==> src/rtl/sld_pkg.sv <==
`timescale 1ns / 1ps
`default_nettype none

package sld_pkg;

  localparam int MAX_FRAME_DEF = 1024;

  localparam logic [7:0] SYNC_ONE = 8'h24;
  localparam logic [7:0] SYNC_TWO = 8'h40;

  // Header byte positions within a frame
  localparam int IDX_CRC_LO = 2;
  localparam int IDX_CRC_HI = 3;
  localparam int IDX_ID_LO  = 4;
  localparam int IDX_ID_HI  = 5;
  localparam int IDX_LEN_LO = 6;
  localparam int IDX_LEN_HI = 7;
  localparam int IDX_CRC_START = IDX_ID_LO;

  localparam logic [15:0] MIN_FRAME_LEN = 16'd8;

  localparam int BYTE_INDEX_W = 10;
  localparam int IN_TDATA_W   = 8;
  localparam int OUT_TDATA_W  = 56;
  localparam int OUT_TUSER_W  = 4;

  typedef enum logic [2:0] {
    ST_HUNT    = 3'd0,
    ST_RECV    = 3'd1,
    ST_GOOD    = 3'd2,
    ST_CRC_ERR = 3'd3,
    ST_LEN_ERR = 3'd4
  } status_e;

  typedef enum logic [2:0] {
    PH_HUNT = 3'b001,
    PH_SYNC = 3'b010,
    PH_BODY = 3'b100
  } phase_e;

  typedef struct packed {
    logic [7:0]              echo_byte;
    logic [BYTE_INDEX_W-1:0] byte_index;
    logic                    in_frame;
    logic                    frame_end;
    status_e                 status;
    logic [15:0]             message_id;
    logic [15:0]             frame_length;
  } res_t;

  // One byte of CRC-16 CCITT, polynomial 0x1021, MSB first
  function automatic logic [15:0] crc_step(logic [15:0] crc, logic [7:0] b);
    logic [7:0] x;
    x = crc[15:8] ^ b;
    x = x ^ (x >> 4);
    return {crc[7:0], 8'h00} ^ {x[3:0], 12'h000} ^ {3'b000, x, 5'b00000} ^ {8'h00, x};
  endfunction

endpackage

`default_nettype wire

==> src/rtl/sld_stage.sv <==
`timescale 1ns / 1ps
`default_nettype none

// Single register slice with valid/ready; accepts while the held entry drains.
module sld_stage #(
  parameter int W = 8
) (
  input  wire logic         clk_i,
  input  wire logic         rst_ni,
  input  wire logic         valid_i,
  output logic              ready_o,
  input  wire logic [W-1:0] data_i,
  output logic              valid_o,
  input  wire logic         ready_i,
  output logic [W-1:0]      data_o
);

  logic         valid_q;
  logic [W-1:0] data_q;

  assign ready_o = !valid_q || ready_i;
  assign valid_o = valid_q;
  assign data_o  = data_q;

  always_ff @(posedge clk_i or negedge rst_ni) begin
    if (!rst_ni) begin
      valid_q <= 1'b0;
    end else if (ready_o) begin
      valid_q <= valid_i;
    end
  end

  always_ff @(posedge clk_i) begin
    if (ready_o && valid_i) begin
      data_q <= data_i;
    end
  end

endmodule

`default_nettype wire

==> src/rtl/sld_parser.sv <==
`timescale 1ns / 1ps
`default_nettype none

// Sync hunt, header capture and running CRC; one byte per advance.
module sld_parser #(
  parameter int MAX_FRAME = sld_pkg::MAX_FRAME_DEF
) (
  input  wire logic       clk_i,
  input  wire logic       rst_ni,
  input  wire logic       fire_i,
  input  wire logic [7:0] data_i,
  output sld_pkg::res_t   res_o
);

  localparam int CNT_W = $clog2(MAX_FRAME + 1);

  sld_pkg::phase_e phase_q, phase_d;
  logic [CNT_W-1:0] cnt_q, cnt_d, cnt_inc;
  logic [15:0] crc_q, crc_d;
  logic [15:0] exp_q, exp_d;
  logic [15:0] id_q, id_d;
  logic [15:0] len_q, len_d;
  logic        end_hit;

  assign cnt_inc = cnt_q + CNT_W'(1);

  always_comb begin
    phase_d = phase_q;
    cnt_d   = cnt_q;
    crc_d   = crc_q;
    exp_d   = exp_q;
    id_d    = id_q;
    len_d   = len_q;
    end_hit = 1'b0;

    res_o.echo_byte    = data_i;
    res_o.byte_index   = '0;
    res_o.in_frame     = 1'b0;
    res_o.frame_end    = 1'b0;
    res_o.status       = sld_pkg::ST_HUNT;
    res_o.message_id   = '0;
    res_o.frame_length = '0;

    case (phase_q)
      sld_pkg::PH_SYNC: begin
        if (data_i == sld_pkg::SYNC_TWO) begin
          res_o.byte_index = sld_pkg::BYTE_INDEX_W'(1);
          res_o.in_frame   = 1'b1;
          res_o.status     = sld_pkg::ST_RECV;
          cnt_d   = CNT_W'(2);
          phase_d = sld_pkg::PH_BODY;
        end else begin
          // drop back to hunting; this byte is not rechecked as sync one
          cnt_d   = '0;
          phase_d = sld_pkg::PH_HUNT;
        end
      end
      sld_pkg::PH_BODY: begin
        res_o.byte_index = sld_pkg::BYTE_INDEX_W'(cnt_q);
        res_o.in_frame   = 1'b1;
        res_o.status     = sld_pkg::ST_RECV;
        case (cnt_q)
          CNT_W'(sld_pkg::IDX_CRC_LO): exp_d = {exp_q[15:8], data_i};
          CNT_W'(sld_pkg::IDX_CRC_HI): exp_d = {data_i, exp_q[7:0]};
          CNT_W'(sld_pkg::IDX_ID_LO):  id_d  = {id_q[15:8], data_i};
          CNT_W'(sld_pkg::IDX_ID_HI):  id_d  = {data_i, id_q[7:0]};
          CNT_W'(sld_pkg::IDX_LEN_LO): len_d = {len_q[15:8], data_i};
          CNT_W'(sld_pkg::IDX_LEN_HI): len_d = {data_i, len_q[7:0]};
          default: ;
        endcase
        if (cnt_q >= CNT_W'(sld_pkg::IDX_CRC_START)) begin
          crc_d = sld_pkg::crc_step(crc_q, data_i);
        end
        end_hit = (cnt_inc > CNT_W'(sld_pkg::IDX_LEN_HI) && 16'(cnt_inc) >= len_d) ||
                  (cnt_inc >= CNT_W'(MAX_FRAME));
        if (end_hit) begin
          res_o.frame_end    = 1'b1;
          res_o.message_id   = id_d;
          res_o.frame_length = len_d;
          if (len_d < sld_pkg::MIN_FRAME_LEN || len_d > 16'(MAX_FRAME)) begin
            res_o.status = sld_pkg::ST_LEN_ERR;
          end else if (crc_d != exp_d) begin
            res_o.status = sld_pkg::ST_CRC_ERR;
          end else begin
            res_o.status = sld_pkg::ST_GOOD;
          end
          cnt_d   = '0;
          phase_d = sld_pkg::PH_HUNT;
        end else begin
          cnt_d = cnt_inc;
        end
      end
      default: begin
        if (data_i == sld_pkg::SYNC_ONE) begin
          res_o.in_frame = 1'b1;
          res_o.status   = sld_pkg::ST_RECV;
          cnt_d   = CNT_W'(1);
          crc_d   = '0;
          phase_d = sld_pkg::PH_SYNC;
        end else begin
          cnt_d   = '0;
          phase_d = sld_pkg::PH_HUNT;
        end
      end
    endcase
  end

  always_ff @(posedge clk_i or negedge rst_ni) begin
    if (!rst_ni) begin
      phase_q <= sld_pkg::PH_HUNT;
      cnt_q   <= '0;
      crc_q   <= '0;
      exp_q   <= '0;
      id_q    <= '0;
      len_q   <= '0;
    end else if (fire_i) begin
      phase_q <= phase_d;
      cnt_q   <= cnt_d;
      crc_q   <= crc_d;
      exp_q   <= exp_d;
      id_q    <= id_d;
      len_q   <= len_d;
    end
  end

endmodule

`default_nettype wire

==> src/rtl/sync_length_crc16_deframer.sv <==
`timescale 1ns / 1ps
`default_nettype none

// Channel  | Dir | Handshake                     | Payload
// ---------+-----+-------------------------------+----------------------------------------
// s_axis   | in  | s_axis_tvalid / s_axis_tready | tdata: data_byte
// m_axis   | out | m_axis_tvalid / m_axis_tready | tdata, tlast = frame_end, tuser
//
// One byte per cycle sustained while m_axis does not stall: a request taken into the input
// register enters the result register when it can accept, then is offered on m_axis. Parse state,
// header capture and the CRC-16 step update as the byte enters the result register.
// Reset (rst_ni low, async) empties both registers and returns to sync hunting.
// A stall on m_axis holds the result; s_axis_tready stays high only while the input register
// is empty or its byte moves on, so at most one more byte is taken before it drops.
module sync_length_crc16_deframer #(
  parameter int MAX_FRAME = sld_pkg::MAX_FRAME_DEF
) (
  input  wire logic                             clk_i,
  input  wire logic                             rst_ni,
  input  wire logic                             s_axis_tvalid,
  output logic                                  s_axis_tready,
  // [7:0] data_byte
  input  wire logic [sld_pkg::IN_TDATA_W-1:0]   s_axis_tdata,
  output logic                                  m_axis_tvalid,
  input  wire logic                             m_axis_tready,
  // [7:0] echo_byte, [17:8] byte_index, [33:18] message_id,
  // [49:34] frame_length, [55:50] zero
  output logic [sld_pkg::OUT_TDATA_W-1:0]       m_axis_tdata,
  output logic                                  m_axis_tlast,
  // [0] in_frame, [3:1] status
  output logic [sld_pkg::OUT_TUSER_W-1:0]       m_axis_tuser
);

  localparam int RES_W = $bits(sld_pkg::res_t);

  logic                           in_valid;
  logic                           res_ready;
  logic [sld_pkg::IN_TDATA_W-1:0] in_byte;
  logic                           res_valid;
  logic [RES_W-1:0]               res_data;
  sld_pkg::res_t                  res_calc;
  sld_pkg::res_t                  res_out;

  // Input register: holds one request from s_axis.
  sld_stage #(
    .W(sld_pkg::IN_TDATA_W)
  ) u_in_stage (
    .clk_i   (clk_i),
    .rst_ni  (rst_ni),
    .valid_i (s_axis_tvalid),
    .ready_o (s_axis_tready),
    .data_i  (s_axis_tdata),
    .valid_o (in_valid),
    .ready_i (res_ready),
    .data_o  (in_byte)
  );

  // Parse state advances only when the byte moves on into the result register.
  sld_parser #(
    .MAX_FRAME(MAX_FRAME)
  ) u_parser (
    .clk_i  (clk_i),
    .rst_ni (rst_ni),
    .fire_i (in_valid && res_ready),
    .data_i (in_byte),
    .res_o  (res_calc)
  );

  // Result register: parts the parser from the downstream stall.
  sld_stage #(
    .W(RES_W)
  ) u_out_stage (
    .clk_i   (clk_i),
    .rst_ni  (rst_ni),
    .valid_i (in_valid),
    .ready_o (res_ready),
    .data_i  (res_calc),
    .valid_o (res_valid),
    .ready_i (m_axis_tready),
    .data_o  (res_data)
  );

  assign res_out       = sld_pkg::res_t'(res_data);
  assign m_axis_tvalid = res_valid;
  assign m_axis_tlast  = res_out.frame_end;
  assign m_axis_tuser  = {res_out.status, res_out.in_frame};
  assign m_axis_tdata  = {6'b000000, res_out.frame_length, res_out.message_id,
                          res_out.byte_index, res_out.echo_byte};

endmodule

`default_nettype wire

==> config.mk <==
export PLATFORM = sky130hd
export DESIGN_NAME = sync_length_crc16_deframer
export DESIGN_NICKNAME = d
export VERILOG_FILES = /design/src/rtl/sld_pkg.sv /design/src/rtl/sld_stage.sv /design/src/rtl/sld_parser.sv /design/src/rtl/sync_length_crc16_deframer.sv
export SDC_FILE = /design/constraint.sdc
export NUM_CORES = 1
export LEC_CHECK = 0
export ABC_AREA = 1
export BUFFER_PORTS_ARGS = -buffer_cell sky130_fd_sc_hd__buf_2
export CAP_MARGIN = 20
export CORE_MARGIN = 5
export CORE_UTILIZATION = 40
export CTS_BUF_LIST = sky130_fd_sc_hd__clkbuf_8 sky130_fd_sc_hd__clkbuf_16
export CTS_CLUSTER_SIZE = 8
export DETAILED_ROUTE_END_ITERATION = 16
export REMOVE_ABC_BUFFERS = 1
export SYNTH_ARGS = -nofsm -noshare
export SYNTH_HDL_FRONTEND = slang
export SYNTH_SLANG_ARGS = --single-unit
==> constraint.sdc <==
create_clock -name clk_i -period 7.5 [get_ports clk_i]
set_input_delay 0 -clock clk_i [delete_from_list [all_inputs] [get_ports clk_i]]
set_output_delay 0 -clock clk_i [all_outputs]
set_load 0.01 [all_outputs]
* Word level (Yosys, flattened, before mapping) *
Index checks and enable logic that the tools add are counted.

operators by class
  bitwise logic cells = 6
  reduce and logical (&&, ||, !) cells = 14
  magnitude comparators = 6
  muxes and demuxes = 27
  add/subtract/negate cells = 1
  equality and inequality tests = 12

operators with widths
  kind                     count
  $pmux W16 S2             4
  $mux W16                 5
  $eq A11 B3 Y1 const B    4
  $mux W36                 1
  $eq A11 B2 Y1 const B    2
  $pmux W11 S2             1
  $pmux W10 S2             1
  $ge A11 B16 Y1           1
  $gt A16 B11 Y1 const B   1
  $lt A16 B4 Y1 const B    1
  $ne A16 B16 Y1           1
  $xor A16 B13 Y16         1
  $xor A16 B16 Y16         1
  $xor A16 B8 Y16          1
  $pmux W3 S2              2
  $add A11 B1 Y11 const B  1
  $ge A11 B11 Y1 const B   1
  $ge A11 B3 Y1 const B    1
  $gt A11 B3 Y1 const B    1
  $mux W11                 1
  $mux W3                  3
  $eq A8 B6 Y1 const B     1
  $eq A8 B7 Y1 const B     1
  $xor A8 B4 Y8            1
  other kinds (14)         28

word-level totals
  register bits after elaboration = 143
  output and inout bits = 63
  word-level logic and storage cells = 78

* Logic depth before layout (Yosys ltp) *
Gate-level depths: netlist of run 1.

  depth after elaboration = 12
  depth in mapped cells = 24
  mapped depth without buffers = 24

* Modules after synthesis *
From an unflattened synthesis of run 1, not the netlist that was laid out.

unflattened totals
  cells, all modules = 919
  area, all modules = 7850.0 um2

by module, submodules not included
  module                      area each (um2)  cells an instance  instances
  sld_parser                  5811.8           835                1
  sld_stage at u_out_stage    1696.6           61                 1
  sld_stage at u_in_stage     285.3            14                 1
  sync_length_crc16_deframer  56.3             9                  1

* Least setup slack after synthesis of run 1 *
OpenSTA, ideal clock, no wires.

  kind = flip-flop to flip-flop
  start point = reg u_parser.cnt_q[0]
  end point = reg u_out_stage.data_q[10], in the netlist u_out_stage.data_o[10], data pin
  data arrival time = 2.875 ns
  setup time = 0.254 ns
  data required time = 7.246 ns
  path buffers = 1
  cell stages (with the launch flop) = 24
  slack = 4.372 ns
  path through = dfrtp_1 -> inv_1 -> ha_1 -> inv_1 -> nor2_1 -> nand2_1 -> o21ai_0 -> inv_1 -> ha_1 -> nand2_1 -> nand2_1 -> nor2_1 -> nand2_1 -> nand2_1 -> nand2_1 -> nand2_1 -> nand2_1 -> nand2_1 -> nand2_1 -> nand3_4 -> nand2_2 -> nand2_4 -> buf_12 -> nor2_2

between the ends
  longest elaborated chain between the ends = 7
  elaborated cells between the ends (all ways) = 11
  classes of those cells = add/sub: 1; order compare: 3; eq/ne: 2; mux: 2; reduce/logical: 3

ends and longest elaborated chain
  item                                                                    line               source
  start, declared                                                         sld_parser.sv:18   logic [CNT_W-1:0] cnt_q, cnt_d, cnt_inc;
  start signal, assigned                                                  sld_parser.sv:118  cnt_q <= cnt_d;
  parallel branches: the longest is 7 deep, another holds $ge A11 B16 Y1  --
  end signal, assigned                                                    sld_stage.sv:35    data_q <= data_i;
  end, declared                                                           sld_stage.sv:19    logic [W-1:0] data_q;

Several ways; the timed one is not identified. The select of a mux whose other input is x is not followed.
A chain may end at the register's enable or synchronous reset.

==> impl_metrics.ini, run 1 <==
[yosys]
synth_xor_xnor_area_share = 0.02052
synth_warnings = 0
syn_avg_cell_area_um2 = 8.453
netlist_area_um2 = 7684
synthMuxAreaShare = 0
async_flop_share = 0.5594
syn_inst = 909
synthSimpleGateAreaFrac = 0.2685
synth_top_family_by_area = simple AND/OR/NAND/NOR gates
synth_edf_count = 63
synth_seq_cells = 143
seq_area_frac_synth = 0.5069
synthAdderAreaFrac = 0.02443
synth-compound-area-share = 0.09787
synth.distinct_cells = 36
synthFlopType = dfrtp_1

[global_routing]
antenna_found_initial = 0
grt_pass1_vias = 5881
overflow = 0
grt_max_degree = 100
grt_pass1_wl_um = 30940
grtUsageTotal = 0.1771

[place]
port_buffers = 68
gp_congestion = 0.8545
place_ws_ns = 3.493
placedCellCount = 1213
dp_hpwl_um = 12960

[clocking]
h-tree-depth = 4
clk_pin_slew_ns = 0.07
tritoncts = built
postCtsSetupRepairBufs = 0
root_buffer = clkbuf_16
clock_sinks = 143
clockBufferDepth = 2
cts_buffers = 17
worstSkewPairLatency_ns = 0.44

[setup_path]
cp.arrival_ns = 4.16
crit_path_start_kind = flip-flop
worst_path_max_delay_cell = nand2_4
rrSetupSlack_ns = 3.48
path_class = flip-flop to flip-flop
worstPathCellList = inv_1 -> ha_1 -> inv_1 -> nor2_1 -> nand2_1 -> o21ai_0 -> inv_1 -> ha_1 -> nand2_1 -> nand2_1 -> nor2_1 -> nand2_1 -> nand2_1 -> nand2_1 -> nand2_1 -> nand2_1 -> nand2_1 -> nand2_1 -> nand3_4 -> nand2_2 -> nand2_4 -> nor2_1
max_stage_delay_ns = 0.64
critPathMostFrequentCell = nand2_1
crit_fanout = 35
crit_path_end_kind = flip-flop
worstPathRequired_ns = 7.65

[run]
maxCapViolations = 0

[timing]
setup_viol = 0
slew_viol_final = 0
hold_viol = 0
min_period_over_period = 0.5358
relSlewSlack = 0.3244
fin_tns_setup_ns = 0
fin_skew_ns = 0.01206
finalCriticalPeriod_ns = 4.019
tightestPinTransition_ns = 1.010
fmax_ghz = 0.2488
rsz0062_at_grt = no
timing.final.ws_setup_ns = 3.481

[final_layout]
drive_gt1_frac = 0.1573
final_cell_mix = nand2_1 (281), inv_1 (104), o21ai_0 (103), dfrtp_1 (79), buf_2 (67)
layout-area-overhead-vs-synth_pct = 16.06
final_cells = 1258
mostFrequentLayoutCell = nand2_1
n_antenna_cell = 0
fill_cells = 1831
fin_nets = 1012

[floorplan]
coreArea_um2 = 18830
rows = 50
io_pins = 75
dieArea_um2 = 22080
start_util = 0.4080
die_width_um = 148.6
die_h_um = 148.6

[run_status]
status = completed

[drt]
drcViolationCount = 0
ant_nets = 0
wl_per_cell_um = 14.94
vias_per_cell = 4.924
drt_iter0_drc = 441
routed_wl_um = 18790
vias = 6195
drtPass1Iterations = 5

[power]
cellPowerDensity_nw_per_um2 = 221.0
peakVddDrop_v = 0.0001619
p_leak_uw = 0.003973

[hold_path]
hold_class = primary input to async pin
==> stage by stage <==
step	hold WS (ns)	util	total power [uW]	cell area, um2
after floorplan	-0.2956	-	1035	7498
after global placement	-0.04169	0.4350	1123	8190
after detailed placement	-0.05124	0.4350	1125	8190
after CTS	0.03793	0.4736	1984	8917
after global routing	0.07799	0.4736	2054	8917
final	0.02321	0.4736	1971	8917
==> synthesized netlist by cell type (2+ instances only) <==
cell type,number,area share
a21oi_1,4,0.0026
a31oi_1,4,0.0033
buf_12,3,0.0078
buf_2,4,0.0026
buf_4,8,0.0078
clkbuf_1,17,0.0083
dfrtp_1,79,0.26
edfxtp_1,63,0.25
ha_1,15,0.024
inv_1,104,0.051
inv_2,7,0.0034
nand2_1,281,0.14
nand2_2,4,0.0033
nand3_1,40,0.026
nand3_4,2,0.0046
nand4_1,11,0.0090
nor2_1,62,0.030
nor2_2,6,0.0049
nor2_4,29,0.043
nor3_1,3,0.0020
nor3_2,2,0.0026
o21ai_0,103,0.067
o21ai_1,15,0.0098
o22ai_1,15,0.012
xnor2_1,7,0.0080
xor2_1,11,0.013
==> report_power, final <==
part | switching (uW) | internal [uW] | total [uW] | leakage, uW
sequential | 29.0 | 877 | 906 | 0.00166
combinational | 142 | 66.2 | 208 | 0.00202
clock | 353 | 503 | 857 | 0.000289
total | 524 | 1450 | 1970 | 0.00397
==> kinds of logic (layout without fill, tap and decap cells) <==
family / Yosys count / after routing
fa+ha+maj: 15 / 15
other cells: 1 / 6
compound gates: 144 / 144
buf+inv: 144 / 228
simple gates: 444 / 444
flops: 143 / 143
xor+xnor: 18 / 18
==> area by class of cell <==
cell class	instances	area [um2]	share of cell area
multi-input cells	627	3183	0.3570
clock inverters	14	157.7	0.01768
repair buffers	84	495.5	0.05556
flip-flops and latches	143	3895	0.4368
well taps	260	325.3	0.03648
clock buffers	18	439.2	0.04925
inverters	112	421.7	0.04728
==> what timing repair did <==
item | in CTS | in global routing
resized for setup | 0 | 0
hold buffers | 13 | 0
endpoints found under the hold margin | 37 | 0
==> critical path, delay by kind of cell (launching register included) <==
kind | cells | cell delay, ns
AND/OR/NAND/NOR | 16 | 1.93
flip-flops | 1 | 0.45
buffers and inverters | 3 | 0.47
AO/OA/AOI/OAI | 1 | 0.33
adder cells (fa/ha/maj) | 2 | 0.53
==> sequential cells by signal, indices dropped and copies added (netlist names) <==
name	cells
u_in_stage.data_o	8
u_out_stage.data_o	55
u_parser.id_q	16
u_out_stage.valid_o	1
u_parser.exp_q	16
u_in_stage.valid_o	1
u_parser.crc_q	16
u_parser.len_q	16
u_parser.cnt_q	11
u_parser.phase_q	3
==> layer usage <==
| layer | GRT usage | vias up | wire, um |
|---|---|---|---|
| met2 | 0.2842 | 171 | 8688 |
| met4 | 0.04896 | 0 | 241 |
| met1 | 0.2432 | 2915 | 8808 |
| li1 | - | 3089 | - |
| met3 | 0.03870 | 20 | 1055 |
| met5 | 0 | - | 0 |
==> path summary, 6_finish.rpt <==
path | from | endpoint | cells past startpoint
max | u_parser.cnt_q[0] | u_out_stage.data_o[33] | 22
min | rst_ni | u_in_stage.valid_o | 2
max reg2reg | u_parser.cnt_q[0] | u_out_stage.data_o[33] | 22
min reg2reg | u_parser.id_q[4] | u_parser.id_q[4] | 2
max in group asynchronous | rst_ni | u_parser.id_q[2] | 3
min in group clk_i | s_axis_tdata[1] | u_in_stage.data_o[1] | 2
No activity file was read; power rests on OpenSTA's default activity.
==> run 2: changes to the inputs <==
- clock period: 7.5 -> 3.7 ns (I/O delays scaled with it)
==> run 2 against run 1 <==
Non-clock buffer count up 20; power up 100%; fmax up 18%; setup slack got worse by 3.2 ns; count of clock-buffer cells in the layout decreased by 1; die area did not move; via count up 1.3%; sequential power increased by 100%; utilization rose by 0.85 points; largest cell class unchanged.
==> impl_metrics.ini, run 2 (synthesized netlist as in run 1, its figures left out) <==
[setup_path]
crit_path_end_kind = flip-flop
crit_fanout = 15
worst_path_max_delay_cell = dfrtp_1
worstPathRequired_ns = 3.89
cp.arrival_ns = 3.59
worstPathCellList = inv_1 -> ha_1 -> inv_1 -> nor2_1 -> nand2_2 -> o21ai_1 -> inv_1 -> ha_1 -> nand2_1 -> nand2_1 -> nor2_1 -> nand2_1 -> nand2_1 -> nand2_1 -> nand2_1 -> nand2_1 -> nand2_1 -> nand2_1 -> nand3_4 -> nand2_2 -> nand2_4 -> buf_12 -> nor2_2
max_stage_delay_ns = 0.45
critPathMostFrequentCell = nand2_1
path_class = flip-flop to flip-flop
crit_path_start_kind = flip-flop

[power]
power_switching_uw = 1066
peakVddDrop_v = 0.0003366
switching_share = 0.2669
cellPowerDensity_nw_per_um2 = 439.8
power_frac_seq = 0.456
p_int_uw = 2927
p_leak_uw = 0.004076
power_frac_comb = 0.113
pwr-share-clk = 0.431

[timing]
fin_skew_ns = 0.01449
finalCriticalPeriod_ns = 3.407
relSlewSlack = 0.3999
rsz0062_at_grt = no
slew_viol_final = 0
tightestPinTransition_ns = 0.9001
timing.final.ws_setup_ns = 0.2930
fmax_ghz = 0.2935
fin_tns_setup_ns = 0
min_period_over_period = 0.9208
setup_viol = 0
hold_viol = 0
timing.hold.ws_ns = 0.1616

[drt]
drt-met1-wl_um = 9263
dr_wl_met3_um = 1128
vias = 6277
drt_iter0_drc = 443
highest-signal-layer = met4
wl_met2_um = 8861
drcViolationCount = 0
wl_per_cell_um = 15.23
drtPass1Iterations = 5
routed_wl_um = 19460
ant_nets = 0
vias_per_cell = 4.912

[final_layout]
largest_reg_flops = 55
fill_cells = 1825
fin_nets = 1032
mostFrequentLayoutCell = nand2_1
final_cell_mix = nand2_1 (280), inv_1 (104), o21ai_0 (101), dfrtp_1 (79), buf_2 (67)
drive_gt1_frac = 0.1749
layout-area-overhead-vs-synth_pct = 18.14
n_antenna_cell = 0

[floorplan]
coreArea_um2 = 18830
io_pins = 75
rows = 50
die_h_um = 148.6
die_width_um = 148.6
start_util = 0.4080
dieArea_um2 = 22080

[clocking]
cts_buffers = 17
root_buffer = clkbuf_16
clock_sinks = 143
h-tree-depth = 4
worstSkewPairLatency_ns = 0.43
tritoncts = built
clockBufferDepth = 2
clk_pin_slew_ns = 0.06

[global_routing]
grt_max_degree = 100
grtUsageTotal = 0.1839
grt_pass1_vias = 6031
grt_pass1_wl_um = 31730
overflow = 0
antenna_found_initial = 0

[run_status]
status = completed

[run]
maxCapViolations = 0

[hold_path]
hold_class = primary input to async pin

[place]
place_ws_ns = 0.2410
port_buffers = 68
dp_hpwl_um = 13830
gp_congestion = 0.8453
[run 2: cell count changes in the layout (fill, tap and decap cells not counted), moves of 2 or more]
cell	change
inv_8	+2
buf_4	+19
clkinv_4	-4
o21ai_0	-2
clkinv_1	+2
[run 2: worst max-delay path: cells and delay by family, from the launching register on]
family	cells	cell delay, ns
and+or+nand+nor	16	1.40
buffers and inverters	4	0.59
adders and majority gates	2	0.50
DFF	1	0.45
AOI/OAI and AO/OA	1	0.23
[run 2: path summary, 6_finish.rpt]
path / to / from / slack, ns / depth (start not counted)
hold reg to reg: u_parser.id_q[1] / u_parser.id_q[1] / 0.48 / 2
hold / removal: u_in_stage.valid_o / rst_ni / 0.16 / 2
max in group asynchronous: u_parser.exp_q[12] / rst_ni / 2.66 / 3
min in group clk_i: u_in_stage.data_o[1] / s_axis_tdata[1] / 0.28 / 2
setup / recovery: u_out_stage.data_o[30] / u_parser.cnt_q[0] / 0.29 / 23
setup reg to reg: u_out_stage.data_o[30] / u_parser.cnt_q[0] / 0.29 / 23
[run 2: what timing repair did]
action,CTS,global route
buffers inserted,0,0
hold buffers,13,0
endpoints found under the hold margin,61,0
endpoints found under the setup margin,0,29
gates resized for setup,0,5
[run 2: routing by layer]
layer / track usage / vias to the layer above
met5: 0 / -
met4: 0.05081 / 0
met3: 0.04601 / 16
met2: 0.2864 / 178
met1: 0.2560 / 2964
li1: - / 3119
[run 2: power groups by stage]
stage	registers (uW)	clock network (uW)	logic, uW
after global placement	1850	0	442
after detailed placement	1850	0	445
after CTS	1820	1760	458
final	1820	1720	452
after global routing	1830	1830	504
after floorplan	1890	0	207
[run 2: stage by stage]
stage | instance area [um2] | power [uW] | utilization | instances
after floorplan | 7498 | 2098 | - | 882
after global placement | 8352 | 2292 | 0.4435 | 1233
after detailed placement | 8352 | 2296 | 0.4435 | 1233
after CTS | 9066 | 4037 | 0.4815 | 1278
after global routing | 9077 | 4163 | 0.4821 | 1278
final | 9077 | 3992 | 0.4821 | 1278
[run 2: layout make-up]
class	count	area, um2	area share
Sequential cell	143	3895	0.4291
Inverter	112	420.4	0.04631
Multi-Input combinational cell	627	3194	0.3519
Clock buffer	17	425.4	0.04686
Tap cell	260	325.3	0.03584
Timing Repair Buffer	104	658.1	0.07250
Clock inverter	15	158.9	0.01751
==> run 3: changes to the inputs <==
- BUFFER_PORTS_ARGS: -buffer_cell sky130_fd_sc_hd__buf_2 -> unset
- DONT_BUFFER_PORTS: unset -> 1
==> run 3 against run 2 <==
Sequential power is 3% higher; utilization is 1.4 points lower; wire length is 1.0% lower; worst hold slack worse by 0.023 ns; via count is 4.7% lower; critical path type unchanged; highest routed layer unchanged; largest power group unchanged; combinational power is 23% lower; sequential share of layout area is 1.3 points higher.
==> impl_metrics.ini, run 3 (synthesized netlist as in run 1, its figures left out) <==
[run_status]
status = completed

[power]
switching_share = 0.2714
power_frac_comb = 0.087
peakVddDrop_v = 0.0003640
pwr-share-clk = 0.446
p_int_uw = 2922
power_frac_seq = 0.467
power_switching_uw = 1088
p_leak_uw = 0.003792
cellPowerDensity_nw_per_um2 = 455.1

[timing]
fin_skew_ns = 0.008676
min_period_over_period = 0.8961
relSlewSlack = 0.3822
rsz0062_at_grt = no
finalCriticalPeriod_ns = 3.315
tightestPinTransition_ns = 0.9266
fin_tns_setup_ns = 0
setup_viol = 0
hold_viol = 0
fmax_ghz = 0.3016
slew_viol_final = 0

[clocking]
worstSkewPairLatency_ns = 0.44
clock_sinks = 143
postCtsSetupRepairBufs = 0
cts_buffers = 17
tritoncts = built
clockBufferDepth = 2
h-tree-depth = 4
clk_pin_slew_ns = 0.07
root_buffer = clkbuf_16

[floorplan]
io_pins = 75
rows = 50
coreArea_um2 = 18830
dieArea_um2 = 22080
die_width_um = 148.6
start_util = 0.4080
die_h_um = 148.6

[hold_path]
hold_class = primary input to async pin

[drt]
vias = 5980
wl_per_cell_um = 15.94
drcViolationCount = 0
drt_iter0_drc = 534
vias_per_cell = 4.950
drtPass1Iterations = 5
ant_nets = 0
routed_wl_um = 19260

[place]
gp_congestion = 0.8706
dp_hpwl_um = 13140
port_buffers = 0

[final_layout]
utilization = 0.4680
fill_cells = 1822
final_cell_mix = nand2_1 (281), inv_1 (103), o21ai_0 (99), dfrtp_1 (79), edfxtp_1 (63)
largest_reg_flops = 55
n_antenna_cell = 0
drive_gt1_frac = 0.1171
layout-area-overhead-vs-synth_pct = 14.69
fin_nets = 962
mostFrequentLayoutCell = nand2_1

[setup_path]
path_class = flip-flop to flip-flop
worst_path_max_delay_cell = dfrtp_1
reg2reg_depth = 23
critPathMostFrequentCell = nand2_1
worstPathRequired_ns = 3.89
crit_fanout = 14
worstPathCellList = inv_1 -> ha_1 -> inv_1 -> nor2_2 -> nand2_1 -> o21ai_2 -> inv_1 -> ha_1 -> nand2_1 -> nand2_1 -> nor2_1 -> nand2_1 -> nand2_1 -> nand2_1 -> nand2_1 -> nand2_1 -> nand2_1 -> nand2_1 -> nand3_4 -> nand2_2 -> nand2_8 -> buf_12 -> nor2_1
crit_path_start_kind = flip-flop
max_stage_delay_ns = 0.44
crit_path_end_kind = flip-flop
cp.depth = 23
crit_buf_inv = 4
cp.arrival_ns = 3.51
crit_family = simple AND/OR/NAND/NOR gates

[global_routing]
grt_pass1_vias = 5794
antenna_found_initial = 0
grt_max_degree = 100
grt_pass1_wl_um = 30990
grtUsageTotal = 0.1806
overflow = 0

[run]
maxCapViolations = 0
run 3: cell types whose count changed in the layout (fill, tap and decap cells not counted), moves of 2 or more:
cell	before	now
clkinv_1	3	1
buf_12	1	4
clkinvlp_4	1	3
o21ai_0	101	99
buf_4	23	16
inv_8	2	4
o21ai_1	16	18
buf_2	67	0
inv_6	5	3
run 3: path summary, 6_finish.rpt:
| kind | slack, ns | to | startpoint |
|---|---|---|---|
| worst max register to register | 0.38 | u_out_stage.data_o[2] | u_parser.cnt_q[0] |
| min in group clk_i | 0.19 | u_in_stage.data_o[2] | s_axis_tdata[2] |
| max in group asynchronous | 3.16 | u_parser.len_q[15] | rst_ni |
| worst min-delay path | 0.14 | u_parser.cnt_q[9] | rst_ni |
| worst min register to register | 0.48 | u_parser.id_q[10] | u_parser.id_q[10] |
| worst max-delay path | 0.38 | u_out_stage.data_o[2] | u_parser.cnt_q[0] |
run 3: layout make-up:
class                           count  area (um2)  area share
Clock buffer                       18       439.2     0.04984
Clock inverter                     14       171.4     0.01945
Inverter                          112       420.4     0.04771
Multi-Input combinational cell    627        3203      0.3635
Sequential cell                   143        3895      0.4420
Tap cell                          260       325.3     0.03692
Timing Repair Buffer               34       357.8     0.04061
run 3: per-stage QoR:
| stage | setup slack (ns) | cells | hold WS (ns) | power (uW) | cell area, um2 |
|---|---|---|---|---|---|
| 2_1_floorplan | 0.2044 | 882 | -0.2956 | 2098 | 7498 |
| 3_3_place_gp | 0.2788 | 1162 | -0.2891 | 2219 | 8024 |
| 3_5_place_dp | 0.1897 | 1162 | -0.2901 | 2223 | 8024 |
| 4_1_cts | 0.1675 | 1208 | 0.1714 | 4052 | 8792 |
| 5_1_grt | 0.005596 | 1208 | 0.1833 | 4174 | 8812 |
| 6_report | 0.3845 | 1208 | 0.1389 | 4010 | 8812 |
run 3: power by group through the flow:
| stage | combinational, uW | clock (uW) | sequential (uW) |
|---|---|---|---|
| 2_1_floorplan | 207 | 0 | 1890 |
| 3_3_place_gp | 312 | 0 | 1910 |
| 3_5_place_dp | 316 | 0 | 1910 |
| 4_1_cts | 353 | 1820 | 1880 |
| 5_1_grt | 393 | 1900 | 1880 |
| 6_report | 350 | 1790 | 1870 |
run 3: worst register-to-register path: stages, from the launching register on:
cell	delay [ns]
dfrtp_1	0.44
inv_1	0.10
ha_1	0.17
inv_1	0.11
nor2_2	0.18
nand2_1	0.19
o21ai_2	0.20
inv_1	0.11
ha_1	0.32
nand2_1	0.08
nand2_1	0.05
nor2_1	0.10
nand2_1	0.06
nand2_1	0.05
nand2_1	0.04
nand2_1	0.05
nand2_1	0.04
nand2_1	0.05
nand2_1	0.08
nand3_4	0.11
nand2_2	0.10
nand2_8	0.20
buf_12	0.20
nor2_1	0.06
run 3: what timing repair did:
| item | 4_1_cts | 5_1_grt |
|---|---|---|
| hold endpoints to repair | 98 | 0 |
| resized for setup | 0 | 8 |
| endpoints found under the setup margin | 0 | 35 |
| hold buffers | 14 | 0 |
run 3: metal layers:
layer,GRT usage,routed length [um]
met4,0.05266,344
met1,0.2584,9272
met3,0.04540,1107
met2,0.2717,8535
met5,0,0
